[src/design/hbkd_pkg.sv]
// Package for the HID boot keyboard report decoder.
// Holds constants, shared types and the keymap / keypad / extras lookup functions.
// No dependencies.
`default_nettype none

package hbkd_pkg;

  localparam int unsigned MaxSlots    = 6;
  localparam int unsigned KeySlotsDef = 6;
  localparam int unsigned SDataW      = 64;
  localparam int unsigned MDataW      = 32;

  // input transaction layout
  localparam int unsigned LenLsb  = 0;
  localparam int unsigned ModLsb  = 7;
  localparam int unsigned SlotLsb = 15;

  localparam logic [6:0] LenBoot   = 7'd8;
  localparam logic [6:0] LenBootId = 7'd9;

  localparam logic [7:0] CodeCaps   = 8'h39;
  localparam logic [7:0] CodeScroll = 8'h47;
  localparam logic [7:0] CodeNum    = 8'h53;
  localparam logic [7:0] PadFirst   = 8'h54;
  localparam logic [7:0] PadLast    = 8'h63;
  localparam logic [7:0] KeymapEnd  = 8'h39;

  localparam logic [2:0] LockNum    = 3'b001;
  localparam logic [2:0] LockCaps   = 3'b010;
  localparam logic [2:0] LockScroll = 3'b100;

  localparam logic [3:0] ModNoShift = 4'hD;
  localparam logic [3:0] ModShift   = 4'h2;

  localparam logic [1:0] MapPlain = 2'd0;
  localparam logic [1:0] MapCtrl  = 2'd1;
  localparam logic [1:0] MapShift = 2'd2;

  localparam logic EvPress   = 1'b0;
  localparam logic EvRelease = 1'b1;

  typedef enum logic [2:0] {
    S_IDLE = 3'b001,
    S_SCAN = 3'b010,
    S_EMIT = 3'b100
  } state_e;

  typedef struct packed {
    logic [7:0] code;
    logic [7:0] modifier;
    logic       num_on;
    logic       caps_on;
  } map_req_t;

  // keypad with num lock off; bit 7 marks a stand-in for a navigation code
  function automatic logic [7:0] pad_off(input logic [3:0] idx);
    logic [7:0] v;
    case (idx)
      4'd0:    v = 8'h2F;
      4'd1:    v = 8'h2A;
      4'd2:    v = 8'h2D;
      4'd3:    v = 8'h2B;
      4'd4:    v = 8'h0A;
      4'd5:    v = 8'hCD;
      4'd6:    v = 8'hD1;
      4'd7:    v = 8'hCE;
      4'd8:    v = 8'hD0;
      4'd9:    v = 8'h00;
      4'd10:   v = 8'hCF;
      4'd11:   v = 8'hCA;
      4'd12:   v = 8'hD2;
      4'd13:   v = 8'hCB;
      4'd14:   v = 8'hC9;
      default: v = 8'hCC;
    endcase
    return v;
  endfunction

  function automatic logic [7:0] pad_on(input logic [3:0] idx);
    logic [7:0] v;
    case (idx)
      4'd0:    v = 8'h2F;
      4'd1:    v = 8'h2A;
      4'd2:    v = 8'h2D;
      4'd3:    v = 8'h2B;
      4'd4:    v = 8'h0A;
      4'd5:    v = 8'h31;
      4'd6:    v = 8'h32;
      4'd7:    v = 8'h33;
      4'd8:    v = 8'h34;
      4'd9:    v = 8'h35;
      4'd10:   v = 8'h36;
      4'd11:   v = 8'h37;
      4'd12:   v = 8'h38;
      4'd13:   v = 8'h39;
      4'd14:   v = 8'h30;
      default: v = 8'h2E;
    endcase
    return v;
  endfunction

  // {hit, char}
  function automatic logic [8:0] extra_map(input logic [7:0] code);
    logic [8:0] v;
    case (code)
      8'd40:   v = {1'b1, 8'h0A};
      8'd41:   v = {1'b1, 8'h1B};
      8'd43:   v = {1'b1, 8'h09};
      8'd82:   v = {1'b1, 8'hDA};
      8'd81:   v = {1'b1, 8'hD9};
      8'd80:   v = {1'b1, 8'hD8};
      8'd79:   v = {1'b1, 8'hD7};
      8'd73:   v = {1'b1, 8'hD1};
      8'd76:   v = {1'b1, 8'hD4};
      8'd75:   v = {1'b1, 8'hD3};
      8'd78:   v = {1'b1, 8'hD6};
      8'd74:   v = {1'b1, 8'hD2};
      8'd77:   v = {1'b1, 8'hD5};
      8'd58, 8'd59, 8'd60, 8'd61, 8'd62, 8'd63,
      8'd64, 8'd65, 8'd66, 8'd67, 8'd68, 8'd69:
               v = {1'b1, code + 8'h88};  // F1..F12
      default: v = 9'd0;
    endcase
    return v;
  endfunction

  function automatic logic [7:0] plain_map(input logic [5:0] code);
    logic [7:0] v;
    if (code >= 6'd4 && code <= 6'd29) begin
      v = 8'h5D + {2'b00, code};
    end else begin
      case (code)
        6'd30:   v = 8'h31;
        6'd31:   v = 8'h32;
        6'd32:   v = 8'h33;
        6'd33:   v = 8'h34;
        6'd34:   v = 8'h35;
        6'd35:   v = 8'h36;
        6'd36:   v = 8'h37;
        6'd37:   v = 8'h38;
        6'd38:   v = 8'h39;
        6'd39:   v = 8'h30;
        6'd40:   v = 8'h0A;
        6'd41:   v = 8'h1B;
        6'd42:   v = 8'h08;
        6'd43:   v = 8'h09;
        6'd44:   v = 8'h20;
        6'd45:   v = 8'h2D;
        6'd46:   v = 8'h3D;
        6'd47:   v = 8'h5B;
        6'd48:   v = 8'h5D;
        6'd49:   v = 8'h5C;
        6'd50:   v = 8'h23;
        6'd51:   v = 8'h3B;
        6'd52:   v = 8'h27;
        6'd54:   v = 8'h2C;
        6'd55:   v = 8'h2E;
        6'd56:   v = 8'h2F;
        default: v = 8'h00;
      endcase
    end
    return v;
  endfunction

  function automatic logic [7:0] ctrl_map(input logic [5:0] code);
    logic [7:0] v;
    if (code >= 6'd4 && code <= 6'd29) v = {2'b00, code} - 8'd3;
    else                                v = 8'h00;
    return v;
  endfunction

  function automatic logic [7:0] shift_map(input logic [5:0] code);
    logic [7:0] v;
    if (code >= 6'd4 && code <= 6'd29) begin
      v = 8'h3D + {2'b00, code};
    end else begin
      case (code)
        6'd30:   v = 8'h21;
        6'd31:   v = 8'h40;
        6'd32:   v = 8'h23;
        6'd33:   v = 8'h24;
        6'd34:   v = 8'h25;
        6'd35:   v = 8'h5E;
        6'd36:   v = 8'h26;
        6'd37:   v = 8'h2A;
        6'd38:   v = 8'h28;
        6'd39:   v = 8'h29;
        6'd46:   v = 8'h2B;
        6'd47:   v = 8'h7B;
        6'd48:   v = 8'h7D;
        6'd49:   v = 8'h7C;
        6'd50:   v = 8'h7E;
        6'd51:   v = 8'h3A;
        6'd52:   v = 8'h22;
        6'd54:   v = 8'h3C;
        6'd55:   v = 8'h3E;
        6'd56:   v = 8'h3F;
        default: v = 8'h00;
      endcase
    end
    return v;
  endfunction

endpackage

`default_nettype wire

[src/design/hbkd_match.sv]
// Shared key compare unit: is a usage code present in any slot of a report.
// Depends on hbkd_pkg.
`default_nettype none

module hbkd_match #(
  parameter int unsigned KeySlots = hbkd_pkg::KeySlotsDef
) (
  input  logic [7:0]                code_i,
  input  logic [KeySlots-1:0][7:0]  slots_i,
  output logic                      hit_o
);
  import hbkd_pkg::*;

  logic [KeySlots-1:0] eq;

  always_comb begin
    for (int unsigned i = 0; i < KeySlots; i++) begin
      eq[i] = (slots_i[i] == code_i);
    end
  end

  assign hit_o = |eq;

endmodule

`default_nettype wire

[src/design/hbkd_mapper.sv]
// Maps a usage code to ASCII or a special code: keypad, extras, then keymap.
// Depends on hbkd_pkg.
`default_nettype none

module hbkd_mapper (
  input  hbkd_pkg::map_req_t req_i,
  output logic [7:0]         char_o
);
  import hbkd_pkg::*;

  logic [3:0] pad_idx;
  logic [7:0] off_val;
  logic [7:0] code_eff;
  logic [8:0] extra;
  logic [3:0] mods;

  always_comb begin
    pad_idx  = 4'(req_i.code - PadFirst);
    off_val  = pad_off(pad_idx);
    code_eff = req_i.code;
    mods     = req_i.modifier[3:0] | req_i.modifier[7:4];
    if ((mods & ModNoShift) == 4'h0 && req_i.caps_on) mods = mods ^ ModShift;
    char_o   = 8'h00;

    if (req_i.code >= PadFirst && req_i.code <= PadLast && !req_i.num_on && off_val[7]) begin
      code_eff = {1'b0, off_val[6:0]};   // keypad stands in for a nav key
    end
    extra = extra_map(code_eff);

    if (req_i.code >= PadFirst && req_i.code <= PadLast && req_i.num_on) begin
      char_o = pad_on(pad_idx);
    end else if (req_i.code >= PadFirst && req_i.code <= PadLast && !off_val[7]) begin
      char_o = off_val;
    end else if (extra[8]) begin
      char_o = extra[7:0];
    end else if (code_eff < KeymapEnd) begin
      case (mods)
        {2'b00, MapPlain}: char_o = plain_map(code_eff[5:0]);
        {2'b00, MapCtrl}:  char_o = ctrl_map(code_eff[5:0]);
        {2'b00, MapShift}: char_o = shift_map(code_eff[5:0]);
        default:           char_o = 8'h00;
      endcase
    end
  end

endmodule

`default_nettype wire

[src/design/hid_boot_keyboard_report_decoder_unit.sv]
// HID boot keyboard report decoder, top level: sequencer, state and output register.
// Depends on hbkd_pkg, hbkd_match, hbkd_mapper.
//
// Takes one boot keyboard report per input transaction and emits one output
// transaction per key event: presses of new keys in slot order, then releases of
// keys that have gone, in slot order; tlast marks the final event of a report.
// Reports whose length is not 8 or 9 are dropped without touching state. A report
// occupies the block for a press pass and a release pass over all KEY_SLOTS slots (one
// key compared against a whole slot set per cycle through the shared compare unit),
// then for the emission of its events, one at a time; a new report is accepted only
// in the idle state, after its last event, if any, has been loaded for output.
// A dropped report takes one cycle. Output backpressure stalls the event cycles.
`default_nettype none

module hid_boot_keyboard_report_decoder_unit #(
  parameter int unsigned KEY_SLOTS = hbkd_pkg::KeySlotsDef
) (
  input  logic                        clk_i,
  input  logic                        rst_ni,
  input  logic                        s_axis_tvalid_i,
  output logic                        s_axis_tready_o,
  // report_length[6:0], modifier_bits[14:7], slot_code_0..5[62:15], zero[63]
  input  logic [hbkd_pkg::SDataW-1:0] s_axis_tdata_i,
  output logic                        m_axis_tvalid_o,
  input  logic                        m_axis_tready_i,
  // raw_code[7:0], mapped_char[15:8], modifier_used[23:16], lock_leds[26:24],
  // leds_changed[27], zero[31:28]
  output logic [hbkd_pkg::MDataW-1:0] m_axis_tdata_o,
  // event_kind
  output logic                        m_axis_tuser_o,
  // last_event
  output logic                        m_axis_tlast_o
);
  import hbkd_pkg::*;

  localparam int unsigned IW = (KEY_SLOTS > 1) ? $clog2(KEY_SLOTS) : 1;
  localparam int unsigned EW = 2 * KEY_SLOTS;

  state_e                    state_q, state_d;
  logic [IW-1:0]             slot_q;
  logic                      phase_q;
  logic                      alive_q;
  logic [KEY_SLOTS-1:0]      press_q;
  logic [KEY_SLOTS-1:0]      rel_q;
  logic [KEY_SLOTS-1:0][7:0] cur_q;
  logic [KEY_SLOTS-1:0][7:0] prev_q;
  logic [7:0]                mod_q;
  logic [7:0]                prev_mod_q;
  logic [2:0]                lock_q;

  logic                      out_valid_q;
  logic                      out_kind_q;
  logic [7:0]                out_raw_q;
  logic [7:0]                out_char_q;
  logic [7:0]                out_mod_q;
  logic [2:0]                out_leds_q;
  logic                      out_chg_q;
  logic                      out_last_q;

  logic                      s_fire;
  logic                      len_ok;
  logic [6:0]                in_len;

  // scan datapath
  logic [7:0]                scan_code;
  logic [KEY_SLOTS-1:0][7:0] scan_set;
  logic                      scan_hit;
  logic                      scan_live;
  logic                      last_slot;

  // emit datapath
  logic [EW-1:0]             ev;
  logic [EW-1:0]             ev_low;
  logic [EW-1:0]             ev_rest;
  logic                      ev_rel;
  logic [KEY_SLOTS-1:0]      ev_slot;
  logic [7:0]                sel_code;
  logic [7:0]                sel_mod;
  logic [7:0]                sel_char;
  logic [2:0]                toggle;
  logic                      out_free;
  logic                      load;
  map_req_t                  map_req;

  assign in_len          = s_axis_tdata_i[LenLsb +: 7];
  assign len_ok          = (in_len == LenBoot) || (in_len == LenBootId);
  assign s_axis_tready_o = (state_q == S_IDLE);
  assign s_fire          = s_axis_tvalid_i & s_axis_tready_o;

  // ---- scan: one key against the other report's slots per cycle ----
  assign scan_code = phase_q ? prev_q[slot_q] : cur_q[slot_q];
  assign scan_set  = phase_q ? cur_q : prev_q;
  assign scan_live = alive_q && (scan_code != 8'h00);
  assign last_slot = (slot_q == IW'(KEY_SLOTS - 1));

  hbkd_match #(.KeySlots(KEY_SLOTS)) u_match (
    .code_i  (scan_code),
    .slots_i (scan_set),
    .hit_o   (scan_hit)
  );

  // ---- emit: lowest pending event, presses before releases ----
  assign ev      = {rel_q, press_q};
  assign ev_low  = ev & ((~ev) + {{(EW-1){1'b0}}, 1'b1});
  assign ev_rest = ev & ~ev_low;
  assign ev_rel  = |ev_low[EW-1:KEY_SLOTS];
  assign ev_slot = ev_low[KEY_SLOTS-1:0] | ev_low[EW-1:KEY_SLOTS];

  always_comb begin
    sel_code = 8'h00;
    for (int unsigned i = 0; i < KEY_SLOTS; i++) begin
      if (ev_slot[i]) sel_code = sel_code | (ev_rel ? prev_q[i] : cur_q[i]);
    end
  end

  assign sel_mod = ev_rel ? prev_mod_q : mod_q;

  assign map_req = '{code: sel_code, modifier: sel_mod,
                     num_on: lock_q[0], caps_on: lock_q[1]};

  hbkd_mapper u_mapper (
    .req_i  (map_req),
    .char_o (sel_char)
  );

  always_comb begin
    toggle = 3'b000;
    if (ev_rel) begin
      if (sel_code == CodeNum)         toggle = LockNum;
      else if (sel_code == CodeCaps)   toggle = LockCaps;
      else if (sel_code == CodeScroll) toggle = LockScroll;
    end
  end

  assign out_free = !out_valid_q || m_axis_tready_i;
  assign load     = (state_q == S_EMIT) && (ev != '0) && out_free;

  always_comb begin
    state_d = state_q;
    unique case (state_q)
      S_IDLE: if (s_fire && len_ok) state_d = S_SCAN;
      S_SCAN: if (phase_q && last_slot) state_d = S_EMIT;
      S_EMIT: if (ev == '0 || (load && ev_rest == '0)) state_d = S_IDLE;
      default: state_d = S_IDLE;
    endcase
  end

  always_ff @(posedge clk_i or negedge rst_ni) begin
    if (!rst_ni) begin
      state_q    <= S_IDLE;
      slot_q     <= '0;
      phase_q    <= 1'b0;
      alive_q    <= 1'b0;
      press_q    <= '0;
      rel_q      <= '0;
      prev_q     <= '0;
      prev_mod_q <= 8'h00;
      lock_q     <= 3'b000;
    end else begin
      state_q <= state_d;
      unique case (state_q)
        S_IDLE: begin
          slot_q  <= '0;
          phase_q <= 1'b0;
          alive_q <= 1'b1;
        end
        S_SCAN: begin
          if (phase_q) rel_q[slot_q]   <= scan_live && !scan_hit;
          else         press_q[slot_q] <= scan_live && !scan_hit;
          if (last_slot) begin
            slot_q  <= '0;
            phase_q <= 1'b1;
            alive_q <= 1'b1;   // release pass restarts at slot 0
          end else begin
            slot_q  <= slot_q + IW'(1);
            alive_q <= scan_live;
          end
        end
        S_EMIT: begin
          if (load) begin
            press_q <= ev_rest[KEY_SLOTS-1:0];
            rel_q   <= ev_rest[EW-1:KEY_SLOTS];
            lock_q  <= lock_q ^ toggle;
          end
          if (state_d == S_IDLE) begin
            prev_q     <= cur_q;
            prev_mod_q <= mod_q;
          end
        end
        default: ;
      endcase
    end
  end

  // report capture
  always_ff @(posedge clk_i) begin
    if (s_fire) begin
      mod_q <= s_axis_tdata_i[ModLsb +: 8];
      for (int unsigned i = 0; i < KEY_SLOTS; i++) begin
        cur_q[i] <= s_axis_tdata_i[SlotLsb + 8*i +: 8];
      end
    end
  end

  // output register
  always_ff @(posedge clk_i or negedge rst_ni) begin
    if (!rst_ni) begin
      out_valid_q <= 1'b0;
    end else if (load) begin
      out_valid_q <= 1'b1;
    end else if (m_axis_tready_i) begin
      out_valid_q <= 1'b0;
    end
  end

  always_ff @(posedge clk_i) begin
    if (load) begin
      out_kind_q <= ev_rel ? EvRelease : EvPress;
      out_raw_q  <= sel_code;
      out_char_q <= sel_char;
      out_mod_q  <= sel_mod;
      out_leds_q <= lock_q ^ toggle;
      out_chg_q  <= |toggle;
      out_last_q <= (ev_rest == '0);
    end
  end

  assign m_axis_tvalid_o = out_valid_q;
  assign m_axis_tdata_o  = {4'h0, out_chg_q, out_leds_q, out_mod_q, out_char_q, out_raw_q};
  assign m_axis_tuser_o  = out_kind_q;
  assign m_axis_tlast_o  = out_last_q;

  // ---- assertions ----
  assert property (@(posedge clk_i) disable iff (!rst_ni)
    (s_fire && !len_ok) |=> (state_q == S_IDLE))
    else $error("dropped report started a scan");

  assert property (@(posedge clk_i) disable iff (!rst_ni)
    (load && ev_rest == '0) |=> (state_q == S_IDLE && prev_q == $past(cur_q)))
    else $error("final event did not commit the report");

  assert property (@(posedge clk_i) disable iff (!rst_ni)
    (lock_q != $past(lock_q)) |-> $past(load && ev_rel))
    else $error("lock LEDs changed outside a release event");

  assert property (@(posedge clk_i) disable iff (!rst_ni)
    (state_q == S_EMIT) |-> $onehot0(ev_low))
    else $error("event select not one-hot");

endmodule

`default_nettype wire

[config.mk]
export PLATFORM = sky130hd
export DESIGN_NAME = hid_boot_keyboard_report_decoder_unit
export DESIGN_NICKNAME = d
export VERILOG_FILES = /design/src/design/hbkd_pkg.sv /design/src/design/hbkd_match.sv /design/src/design/hbkd_mapper.sv /design/src/design/hid_boot_keyboard_report_decoder_unit.sv
export SDC_FILE = /design/constraint.sdc
export NUM_CORES = 1
export LEC_CHECK = 0
export ABC_AREA = 1
export BUFFER_PORTS_ARGS = -buffer_cell sky130_fd_sc_hd__buf_2
export CORE_MARGIN = 2
export CORE_UTILIZATION = 66
export CTS_CLUSTER_SIZE = 24
export DETAILED_ROUTE_END_ITERATION = 7
export PLACE_DENSITY = 0.94
export RECOVER_POWER = 100
export SYNTH_ARGS = -nofsm -noshare
export SYNTH_HDL_FRONTEND = slang
export SYNTH_SLANG_ARGS = --single-unit
[constraint.sdc]
create_clock -name clk_i -period 8.96 [get_ports clk_i]
set_input_delay 1.344 -clock clk_i [delete_from_list [all_inputs] [get_ports clk_i]]
set_output_delay 1.344 -clock clk_i [all_outputs]
set_load 0.01 [all_outputs]
Word level (Yosys, flattened, before mapping):

Memories as Yosys holds them, arrays and structs flattened.
Index checks and enable logic that the tools add are counted.

* memory bits (read-only): 1120
* bits in registers: 166
* memories: 4

* order comparisons: 7
* equality and inequality tests: 47
* reduce and logical (&&, ||, !) cells: 40
* multiplexer cells: 57
* bitwise gates (word level): 14
* $add $sub $neg: 7

Memory list
* (name not given): words 64, width 7, read ports 1, clocked after Yosys merged registers in 0, wr ports 0, line hbkd_pkg.sv:132 `case (code)`
* (name not given): words 64, width 7, read ports 1, clocked after Yosys merged registers in 0, wr ports 0, line hbkd_pkg.sv:177 `case (code)`
* (name not given): words 16, width 8, read ports 1, clocked after Yosys merged registers in 0, wr ports 0, line hbkd_pkg.sv:58 `case (idx)`
* (name not given): words 16, width 6, read ports 1, clocked after Yosys merged registers in 0, wr ports 0, line hbkd_pkg.sv:81 `case (idx)`

Operators by type and width (number)
* 8-bit two-way mux: 24
* 8-bit by 7-bit == test with 1-bit output (second input constant): 18
* 9-bit case mux with 14 select lines: 1
* 8-bit by 6-bit == test with 1-bit output (second input constant): 10
* 8-bit binary-select mux with 3-bit select: 2
* 8-bit == test: 6
* 48-bit two-way mux: 1
* 8-bit OR: 5
* 12-bit bitwise AND: 2
* 12-bit logical NOT: 2
* 3-bit two-way mux: 8
* 6-bit two-way mux: 4
* 12-bit NOT: 2
* 6-bit case mux with 2 select lines: 2
* 8-bit case mux with 3 select lines: 1
* 1-bit logical AND: 15
* 7-bit by 4-bit == test with 1-bit output (second input constant): 2
* 12-bit by 1-bit adder with 12-bit output (second input constant): 1
* 6-bit bitwise mux: 2
* 12-bit nonzero test: 1
* 12-bit OR reduction: 1
* 6-bit OR reduction: 2
* 3-bit case mux with 3 select lines: 1
* 7-bit by 6-bit adder with 8-bit output (first input constant): 1
* 36 further kinds: 58

Depth between registers and ports, before layout:

Gate-level depths: netlist of the first run.

* depth after elaboration: 29
* depth in mapped cells: 39
* depth with buffers taken out: 35

Cells and area by module:

From an unflattened synthesis of the first run, not the netlist that was laid out.

* cells, all modules: 1624
* area total of the unflattened synthesis: 11831.3 sq um

Modules (own cells, without submodules)
* hid_boot_keyboard_report_decoder_unit: times used 1, sequential area each 4585.6 sq um, cells each 1077, area each 9006.1 sq um
* hbkd_mapper: times used 1, sequential area each 0.0 sq um, cells each 405, area each 2049.5 sq um
* hbkd_match: times used 1, sequential area each 0.0 sq um, cells each 142, area each 775.7 sq um

Worst setup path after synthesis of the first run:

Ideal clock, no wire load.

* path type: reg2reg
* start: reg press_q[0]
* end: reg out_char_q[2], data pin
* library setup time: 256 ps
* arrival: 4699 ps
* path buffers: 5
* period minus slack after synthesis: 4955 ps
* slack: 4005 ps
* cell stages (with the launch flop): 35
* path through: dfrtp_1 -> nor2_2 -> nand2_2 -> nor2_4 -> nand2_2 -> buf_6 -> buf_6 -> buf_2 -> buf_2 -> o211ai_1 -> o21ai_0 -> nor3_2 -> inv_1 -> ha_1 -> or2_2 -> a21oi_4 -> nand3_2 -> buf_6 -> nand2_1 -> nand2_1 -> ha_1 -> inv_1 -> nand2_1 -> nand3_1 -> o21ai_1 -> nand2_1 -> nand2_1 -> inv_1 -> nand2_1 -> nand2_1 -> o21ai_0 -> nor2_1 -> nand2_1 -> nand2_1 -> nand2_1

* cells in the longest elaborated chain, start to end: 29
* elaborated cells on any way between the ends: 88

RTL lines
* from (decl): line hid_boot_keyboard_report_decoder_unit.sv:43 `logic [KEY_SLOTS-1:0] press_q;`
* from (signal, indexed assignment): line hid_boot_keyboard_report_decoder_unit.sv:169 `else press_q[slot_q] <= scan_live && !scan_hit;`
* from (signal assigned): line hid_boot_keyboard_report_decoder_unit.sv:181 `press_q <= ev_rest[KEY_SLOTS-1:0];`
* 12-bit NOT: line hid_boot_keyboard_report_decoder_unit.sv:104 `assign ev_low = ev & ((~ev) + {{(EW-1){1'b0}}, 1'b1});`
* 12-bit by 1-bit adder with 12-bit output: line hid_boot_keyboard_report_decoder_unit.sv:104
* 12-bit bitwise AND (*): line hid_boot_keyboard_report_decoder_unit.sv:104
* 6-bit OR reduction: line hid_boot_keyboard_report_decoder_unit.sv:106 `assign ev_rel = |ev_low[EW-1:KEY_SLOTS];`
* 8-bit two-way mux (2 in series): line hid_boot_keyboard_report_decoder_unit.sv:112 `if (ev_slot[i]) sel_code = sel_code | (ev_rel ? prev_q[i] : cur_q[i]);`
* 8-bit OR: line hid_boot_keyboard_report_decoder_unit.sv:112
* 8-bit two-way mux: line hid_boot_keyboard_report_decoder_unit.sv:112
* 8-bit OR: line hid_boot_keyboard_report_decoder_unit.sv:112
* [3 not listed]
* 8-bit OR: line hid_boot_keyboard_report_decoder_unit.sv:112
* 8-bit two-way mux: line hid_boot_keyboard_report_decoder_unit.sv:112
* 8-bit OR: line hid_boot_keyboard_report_decoder_unit.sv:112
* 8-bit two-way mux (*): line hid_boot_keyboard_report_decoder_unit.sv:112
* via sel_code[0]: line hid_boot_keyboard_report_decoder_unit.sv:77 `logic [7:0] sel_code;`
* parallel branches: the longest is 12 deep, another holds memory 16 x 8 bit
* 8-bit two-way mux (*): line hbkd_mapper.sv:30 `if (req_i.code >= PadFirst && req_i.code <= PadLast && req_i.num_on) begin`
* via sel_char[2]: line hid_boot_keyboard_report_decoder_unit.sv:79 `logic [7:0] sel_char;`
* to (signal assigned): line hid_boot_keyboard_report_decoder_unit.sv:220 `out_char_q <= sel_char;`
* to (decl): line hid_boot_keyboard_report_decoder_unit.sv:54 `logic [7:0] out_char_q;`

Mark *: on every way through the listed nets, which the timed path passes.
A chain may end at the register's enable or synchronous reset.

Worst setup path after layout of the first run:

* start: reg rel_q[4]
* end: reg out_char_q[2], data pin

* cells in the longest elaborated chain, start to end: 29
* elaborated cells on any way between the ends: 88

RTL lines
* from (decl): line hid_boot_keyboard_report_decoder_unit.sv:44 `logic [KEY_SLOTS-1:0] rel_q;`
* from (signal, indexed assignment): line hid_boot_keyboard_report_decoder_unit.sv:168 `if (phase_q) rel_q[slot_q] <= scan_live && !scan_hit;`
* from (signal assigned): line hid_boot_keyboard_report_decoder_unit.sv:182 `rel_q <= ev_rest[EW-1:KEY_SLOTS];`
* 12-bit NOT: line hid_boot_keyboard_report_decoder_unit.sv:104
* 12-bit by 1-bit adder with 12-bit output: line hid_boot_keyboard_report_decoder_unit.sv:104
* 12-bit bitwise AND (*): line hid_boot_keyboard_report_decoder_unit.sv:104
* 6-bit OR reduction: line hid_boot_keyboard_report_decoder_unit.sv:106
* 8-bit two-way mux (2 in series): line hid_boot_keyboard_report_decoder_unit.sv:112
* 8-bit OR: line hid_boot_keyboard_report_decoder_unit.sv:112
* 8-bit two-way mux: line hid_boot_keyboard_report_decoder_unit.sv:112
* 8-bit OR: line hid_boot_keyboard_report_decoder_unit.sv:112
* [3 not listed]
* 8-bit OR: line hid_boot_keyboard_report_decoder_unit.sv:112
* 8-bit two-way mux: line hid_boot_keyboard_report_decoder_unit.sv:112
* 8-bit OR: line hid_boot_keyboard_report_decoder_unit.sv:112
* 8-bit two-way mux (*): line hid_boot_keyboard_report_decoder_unit.sv:112
* via sel_code[0]: line hid_boot_keyboard_report_decoder_unit.sv:77
* parallel branches: the longest is 12 deep, another holds memory 16 x 8 bit
* 8-bit two-way mux (*): line hbkd_mapper.sv:30
* via sel_char[2]: line hid_boot_keyboard_report_decoder_unit.sv:79

Marks and branches as above.

==> metrics, run 1 <==
PD cells 146 nW/um^2; post-CTS setup buffers 0; dpl cells 1782; Antenna diodes 0; hold_sp prev_mod_q[5]; Total GRT Usage 0.380; chip width 135 um; worst-skew pair later-pin latency 0.44 ns; fin crit share 0.891; register area share after synthesis 0.403; vias in the first global route 10515; antenna viol nets, final 0; final RePlAce weighted congestion 0.990; Setup crit start rel_q[4]; top_reg_cell synth edfxtp_1; post_cts resized 0; hold buffer count at cts 0; synth unique cells 56; skew final 0.0103 ns; RSZ-0062 raised after global routing false; Die Area 18300 um^2; dpl hpwl 23.3 mm; Worst R2R Start rel_q[4]; DR vias/cell 6.28; clock tree buffer depth 2; EDFF count, synth 86; first-pass GRT wire length 53.7 mm; outcome finished with violations; worst min-delay path class reg -> reg; final wirelength 34.0 mm; Yosys top cell area share 0.227; worst-path fanout max 41; WP buf/inv 4; maxcap violations 5; layout cells sized above 1 0.0960; #FFs+latches synth 166; Worst setup SP type register; worst vdd ir 0.137 mV; endpoints failing hold 0; syn_area_per_cell 7.49 um^2; Row Count 47; CTS tree done; fmax 125 MHz; setup_tns 0 ns; max-slew headroom at the worst pin -1.76; clk slew on worst S/H paths 0.07 ns; pin count of the biggest net entering global routing 113; Final nets 1672; largest cells by area after synthesis edfxtp_1 (23%), dfrtp_1 (17%), nand2_1 (15%); top-count cell post-synth nand2_1; cell accounting for the most synthesized area edfxtp_1; Non-Filler Instances 1814; most frequent CP cell nand2_1; mapped cell area 11400 um^2; slowest CP cell nor3_1; fraction of registers with async set/reset 0.482; Critical Path End Type register; grt total ovfl 0; synth cell count leaders nand2_1 (441), o21ai_0 (172), inv_1 (171), nand3_1 (98), edfxtp_1 (86); Critical Path RT 9.16 ns; Leakage 0.00553 uW; Slew Viols, Final 292; Largest stage delay, worst path 1.07 ns; Vias 11398; WL/cell 18.7 um; P&R area growth vs syn 9.00%; DR pass1 iterations 8; CTS HTree Levels 4; Ys Warns 0; Final setup violation count 0; WS Path Type reg -> reg; I/O pins 104; CP delay by family, top simple AND/OR/NAND/NOR gates; Initial DRC Count 1915; worst-margin pin slew 4.13 ns; post-synthesis cell count 1518; Residual DRC 0; Initial Util 0.681; count of input and output buffers 97; WP data arrival 8.19 ns; CTS sink count 166; Root Driver clkbuf_16; initial antenna violation count 0; core area 16700 um^2; Num CTS Buffers 17; violated checks max-capacitance violations, max-slew violations; Final Critical Period 7.98 ns; Die Y 135 um
layout make-up:
cell class / instances / area [um^2]
well taps: 220 / 275
repair buffers: 104 / 480
clock inverters: 15 / 191
inverters: 183 / 687
flip-flops and latches: 166 / 4590
multi-input cells: 1109 / 5740
fillers: 1299 / 4310
clock buffers: 17 / 425
sequential cells by signal (all words and copies together), names as in the netlist, 3 cells and up:
signal and flops:
cur_q 48, lock_q 3, mod_q 8, out_char_q 8, out_leds_q 3, out_mod_q 8
out_raw_q 8, press_q 6, prev_mod_q 8, prev_q 48, rel_q 6, slot_q 3
state_q 3
worst min-delay path, stage by stage (launching register included):
cell and delay (ns):
dfrtp_1 0.35, nand2_1 0.05, o21ai_0 0.06
path summary, 6_finish.rpt:
path	to	depth (start not counted)	slack, ns
hold / removal	prev_mod_q[5]	2	0.49
max in group asynchronous	phase_q	2	3.80
hold reg to reg	prev_mod_q[5]	2	0.49
setup / recovery	out_char_q[2]	29	0.98
setup reg to reg	out_char_q[2]	29	0.98
min in group asynchronous	prev_q[12]	1	1.31
power breakdown:
part	switching (uW)	total, uW	internal (uW)
registers	6.77	829	823
clock network	337	783	446
logic	135	191	55.9
total	479	1800	1320
layer usage:
metal | track usage | routed length (um) | up-vias
met5 | 0 | 0 | -
met4 | 0.220 | 1970 | 0
met3 | 0.0917 | 4070 | 200
met2 | 0.577 | 15100 | 837
met1 | 0.501 | 12800 | 5182
li1 | - | - | 5179
cell families (layout without fill, tap and decap cells):
group	count (synthesis)	after routing	share of synthesized area
adders and majority gates	23	23	0.0253
buffers and inverters	246	319	0.0916
xor gates and xnor gates	54	54	0.0416
AOI/OAI and AO/OA	303	303	0.156
and+or+nand+nor	725	725	0.281
DFF	166	166	0.403
other	1	4	0.000330
placed cells by master (no fill, tap or decap), types with 4 or more instances in the layout:
master,instances
nand2_1,441
inv_1,174
o21ai_0,174
nand3_1,100
edfxtp_1,86
nor2_1,82
dfrtp_1,78
buf_2,60
xor2_1,45
clkbuf_1,40
nand4_1,31
a21oi_1,26
o22ai_1,24
ha_1,23
o211ai_1,22
nand2_2,17
clkbuf_16,17
nor3_1,16
a22oi_1,15
o21ai_1,11
xnor2_1,9
nor2_4,8
inv_2,7
nand3b_1,6
a31oi_1,6
a211oi_1,5
nor2_2,4
o41ai_2,4
a221oi_1,4
conb_1,4
clkinvlp_4,4
inv_6,4
buf_4,4
metrics by stage:
step	power, uW	utilization	instance area (um^2)	hold WS (ns)	worst slack [ns]
after global routing	1850	0.742	12400	0.506	0.535
after CTS	1800	0.747	12500	0.489	1.88
after global placement	1020	0.710	11900	0.464	2.14
after detailed placement	1030	0.710	11900	0.473	1.95
final	1800	0.742	12400	0.486	0.975
after floorplan	969	-	11400	0.448	4.01
Power figures use the tool's default switching activity.
==> inputs of run 2 (changes only) <==
--- a/config.mk
+++ b/config.mk
@@ -5,7 +5,6 @@
 export SDC_FILE = /design/constraint.sdc
 export NUM_CORES = 1
 export LEC_CHECK = 0
-export ABC_AREA = 1
 export BUFFER_PORTS_ARGS = -buffer_cell sky130_fd_sc_hd__buf_2
 export CORE_MARGIN = 2
 export CORE_UTILIZATION = 66
==> run 2 against run 1 <==
Compared with the run above: the flow finishes with violations (design-rule violations, max-capacitance violations, max-slew violations); clock-buffer cell count did not move; global-route usage rose by 2.0 points; cell area rose by 2.4%; highest routed layer unchanged; non-clock buffer count rose by 15; utilization fell by 0.84 points; sequential share of layout area fell by 0.87 points; die area rose by 2.5%; sequential power rose by 1%; first-iteration DRC count fell by 13%; clock skew rose by 0.00060 ns; sequential cell count did not move; largest cell class unchanged; critical endpoint is now out_char_q[5].
==> metrics, run 2 <==
outcome finished with violations; violated checks design-rule violations, max-capacitance violations, max-slew violations; largest registers cur_q: 48 flops, prev_q: 48 flops; placed cell areas 12200 um^2 (+2.9%); simple-gate share of the synthesized area 0.116 (-0.165); DR vias/cell 7.40 (+18%); Critical Path RT 9.26 ns (+0.10 ns); Die Y 137 um (+1.2%); vias in the first global route 10253 (-2.5%); most frequent cells in the layout mux2i_1 (105), nand2_1 (87), edfxtp_1 (86), dfrtp_1 (78), mux2_2 (72); skew final 0.0109 ns (+0.000597 ns); Worst setup SP type register; worst vdd ir 0.143 mV (+4.1%); RSZ-0062 raised after global routing false; synth unique cells 101 (+80%); most frequent CP cell mux2i_1; mux cell area share after synthesis 0.177 (+0.177); Initial DRC Count 1668 (-13%); WS Path Type reg -> reg; max-slew headroom at the worst pin -1.28 (+0.474); register area share after synthesis 0.393 (-0.0101); mapped cell area 11700 um^2 (+2.6%); complex-gate fraction of the synthesized area 0.205 (+0.0483); post-synthesis xor/xnor area fraction 0.0331 (-0.00856); worst min-delay path class reg -> reg; #FFs+latches synth 166 (unchanged); chip width 137 um (+1.2%); main combinational cell family by area after synthesis compound AO/OA/AOI/OAI gates; slowest CP cell clkbuf_1; largest cells by area after synthesis edfxtp_1 (22%), dfrtp_1 (17%), mux2i_1 (8.9%); post-CTS setup buffers 0 (unchanged); top_reg_cell synth edfxtp_1; Finished Cell Area 12700 um^2 (+2.4%); antenna viol nets, final 0 (unchanged); final hold slack 0.490 ns (+0.00445 ns); Num CTS Buffers 17 (unchanged); final RePlAce weighted congestion 0.956 (-3.5%); commonest non-fill, non-tap cell in the layout mux2i_1; first-pass GRT wire length 56.8 mm (+5.6%); syn_area_per_cell 10.2 um^2 (+36%); WP buf/inv 3 (-1); core area 17300 um^2 (+3.6%); maxcap violations 6 (+1); fraction of registers with async set/reset 0.482 (unchanged); fmax 120 MHz (-4.4%); CTS HTree Levels 4 (unchanged); post_cts resized 0 (unchanged); dpl hpwl 25.1 mm (+7.8%); post-synthesis cell count 1144 (-25%); EDFF count, synth 86 (unchanged); Synth Area in Adders 0.0273 (+0.00194); hold buffer count at cts 0 (unchanged); DR pass1 iterations 8 (unchanged); pin count of the biggest net entering global routing 58 (-49%); Die Area 18700 um^2 (+2.5%); Root Driver clkbuf_16; Total GRT Usage 0.401 (+0.0204); cell accounting for the most synthesized area edfxtp_1; initial antenna violation count 0 (unchanged); CP delay by family, top simple AND/OR/NAND/NOR gates; count of input and output buffers 97 (unchanged); layout cells sized above 1 0.185 (+0.0894); grt total ovfl 0 (unchanged); worst-margin pin slew 3.42 ns (-0.711 ns); Antenna diodes 0 (unchanged); clock tree buffer depth 2 (unchanged); fin crit share 0.932 (+0.0407); final wirelength 37.0 mm (+8.8%); Residual DRC 12 (+12); Largest stage delay, worst path 1.09 ns (+0.02 ns); worst-path fanout max 20 (-51%); Vias 10682 (-6.3%); CTS sink count 166 (unchanged); WL/cell 25.6 um (+37%); Initial Util 0.674 (-0.00651); PD cells 132 nW/um^2 (-9.5%); clk slew on worst S/H paths 0.07 ns (about the same); P&R area growth vs syn 8.81%; Ys Warns 0 (unchanged); synth cell count leaders mux2i_1 (104), edfxtp_1 (86), nand2_1 (86), dfrtp_1 (79), mux2_2 (76); Leakage 0.00483 uW (-13%); WP data arrival 8.65 ns (+0.46 ns); Yosys top cell area share 0.221 (-0.00570); CTS tree done; worst-skew pair later-pin latency 0.45 ns (about the same); Final Critical Period 8.35 ns (+0.365 ns); Row Count 48 (+2.1%); Critical Path End Type register; I/O pins 104 (unchanged); Final setup violation count 0 (unchanged); crit-path cells or3_1 -> a211oi_4 -> clkbuf_1 -> mux2i_1 -> o22ai_1 -> nor3_2 -> nand3_1 -> nor2_2 -> mux2i_1 -> buf_4 -> ha_1 -> o21ai_0 -> inv_1 -> a311oi_1 -> a2111o_1 -> a21o_1 -> a21bo_2 -> or4b_1 -> nor2_4 -> a32oi_1 -> a21oi_1; setup_tns 0 ns (unchanged); top-count cell post-synth mux2i_1; Slew Viols, Final 207 (-29%); endpoints failing hold 0 (unchanged); Final nets 1297 (-22%)
run 2: cells by family after synthesis:
kind of cell | Yosys count
multiplexers | 192
other | 1
AND/OR/NAND/NOR | 269
adder cells (fa/ha/maj) | 26
AO/OA/AOI/OAI | 331
flip-flops | 166
XOR/XNOR | 44
buffers and inverters | 115
run 2: final timing paths:
path / from / endpoint / slack [ns] / cells past startpoint
min in group asynchronous: rst_ni / prev_q[14] / 1.48 / 1
max in group asynchronous: rst_ni / phase_q / 4.08 / 2
max reg2reg: press_q[0] / out_char_q[5] / 0.61 / 21
max: press_q[0] / out_char_q[5] / 0.61 / 21
min reg2reg: lock_q[2] / lock_q[2] / 0.49 / 1
min: lock_q[2] / lock_q[2] / 0.49 / 1
run 2: area by class of cell:
cell class | count | area (um^2)
clock buffers | 17 | 425
multi-input cells | 866 | 6510
well taps | 225 | 282
inverters | 36 | 138
flip-flops and latches | 166 | 4590
clock inverters | 15 | 168
repair buffers | 119 | 579
fillers | 1235 | 4610
run 2: per-layer routing:
| metal | global-route usage | wire length [um] |
|---|---|---|
| met1 | 0.507 | 13600 |
| met2 | 0.627 | 16900 |
| met3 | 0.0959 | 4050 |
| met4 | 0.236 | 2450 |
| met5 | 0 | 0 |
run 2: report_power, final:
part	total, uW	internal [uW]	switching (uW)	leakage (uW)
registers	838	820	17.5	0.00188
logic	79.2	29.9	49.3	0.00266
clock network	754	396	358	0.000287
run 2: metrics by stage:
stage | power [uW] | worst slack [ns] | util | std cells
6_report | 1670 | 0.610 | 0.734 | 1444
5_1_grt | 1700 | 0.256 | 0.734 | 1444
4_1_cts | 1670 | 0.983 | 0.740 | 1444
3_5_place_dp | 927 | 1.08 | 0.705 | 1412
3_3_place_gp | 922 | 1.08 | 0.705 | 1412
2_1_floorplan | 888 | 1.71 | - | 1147
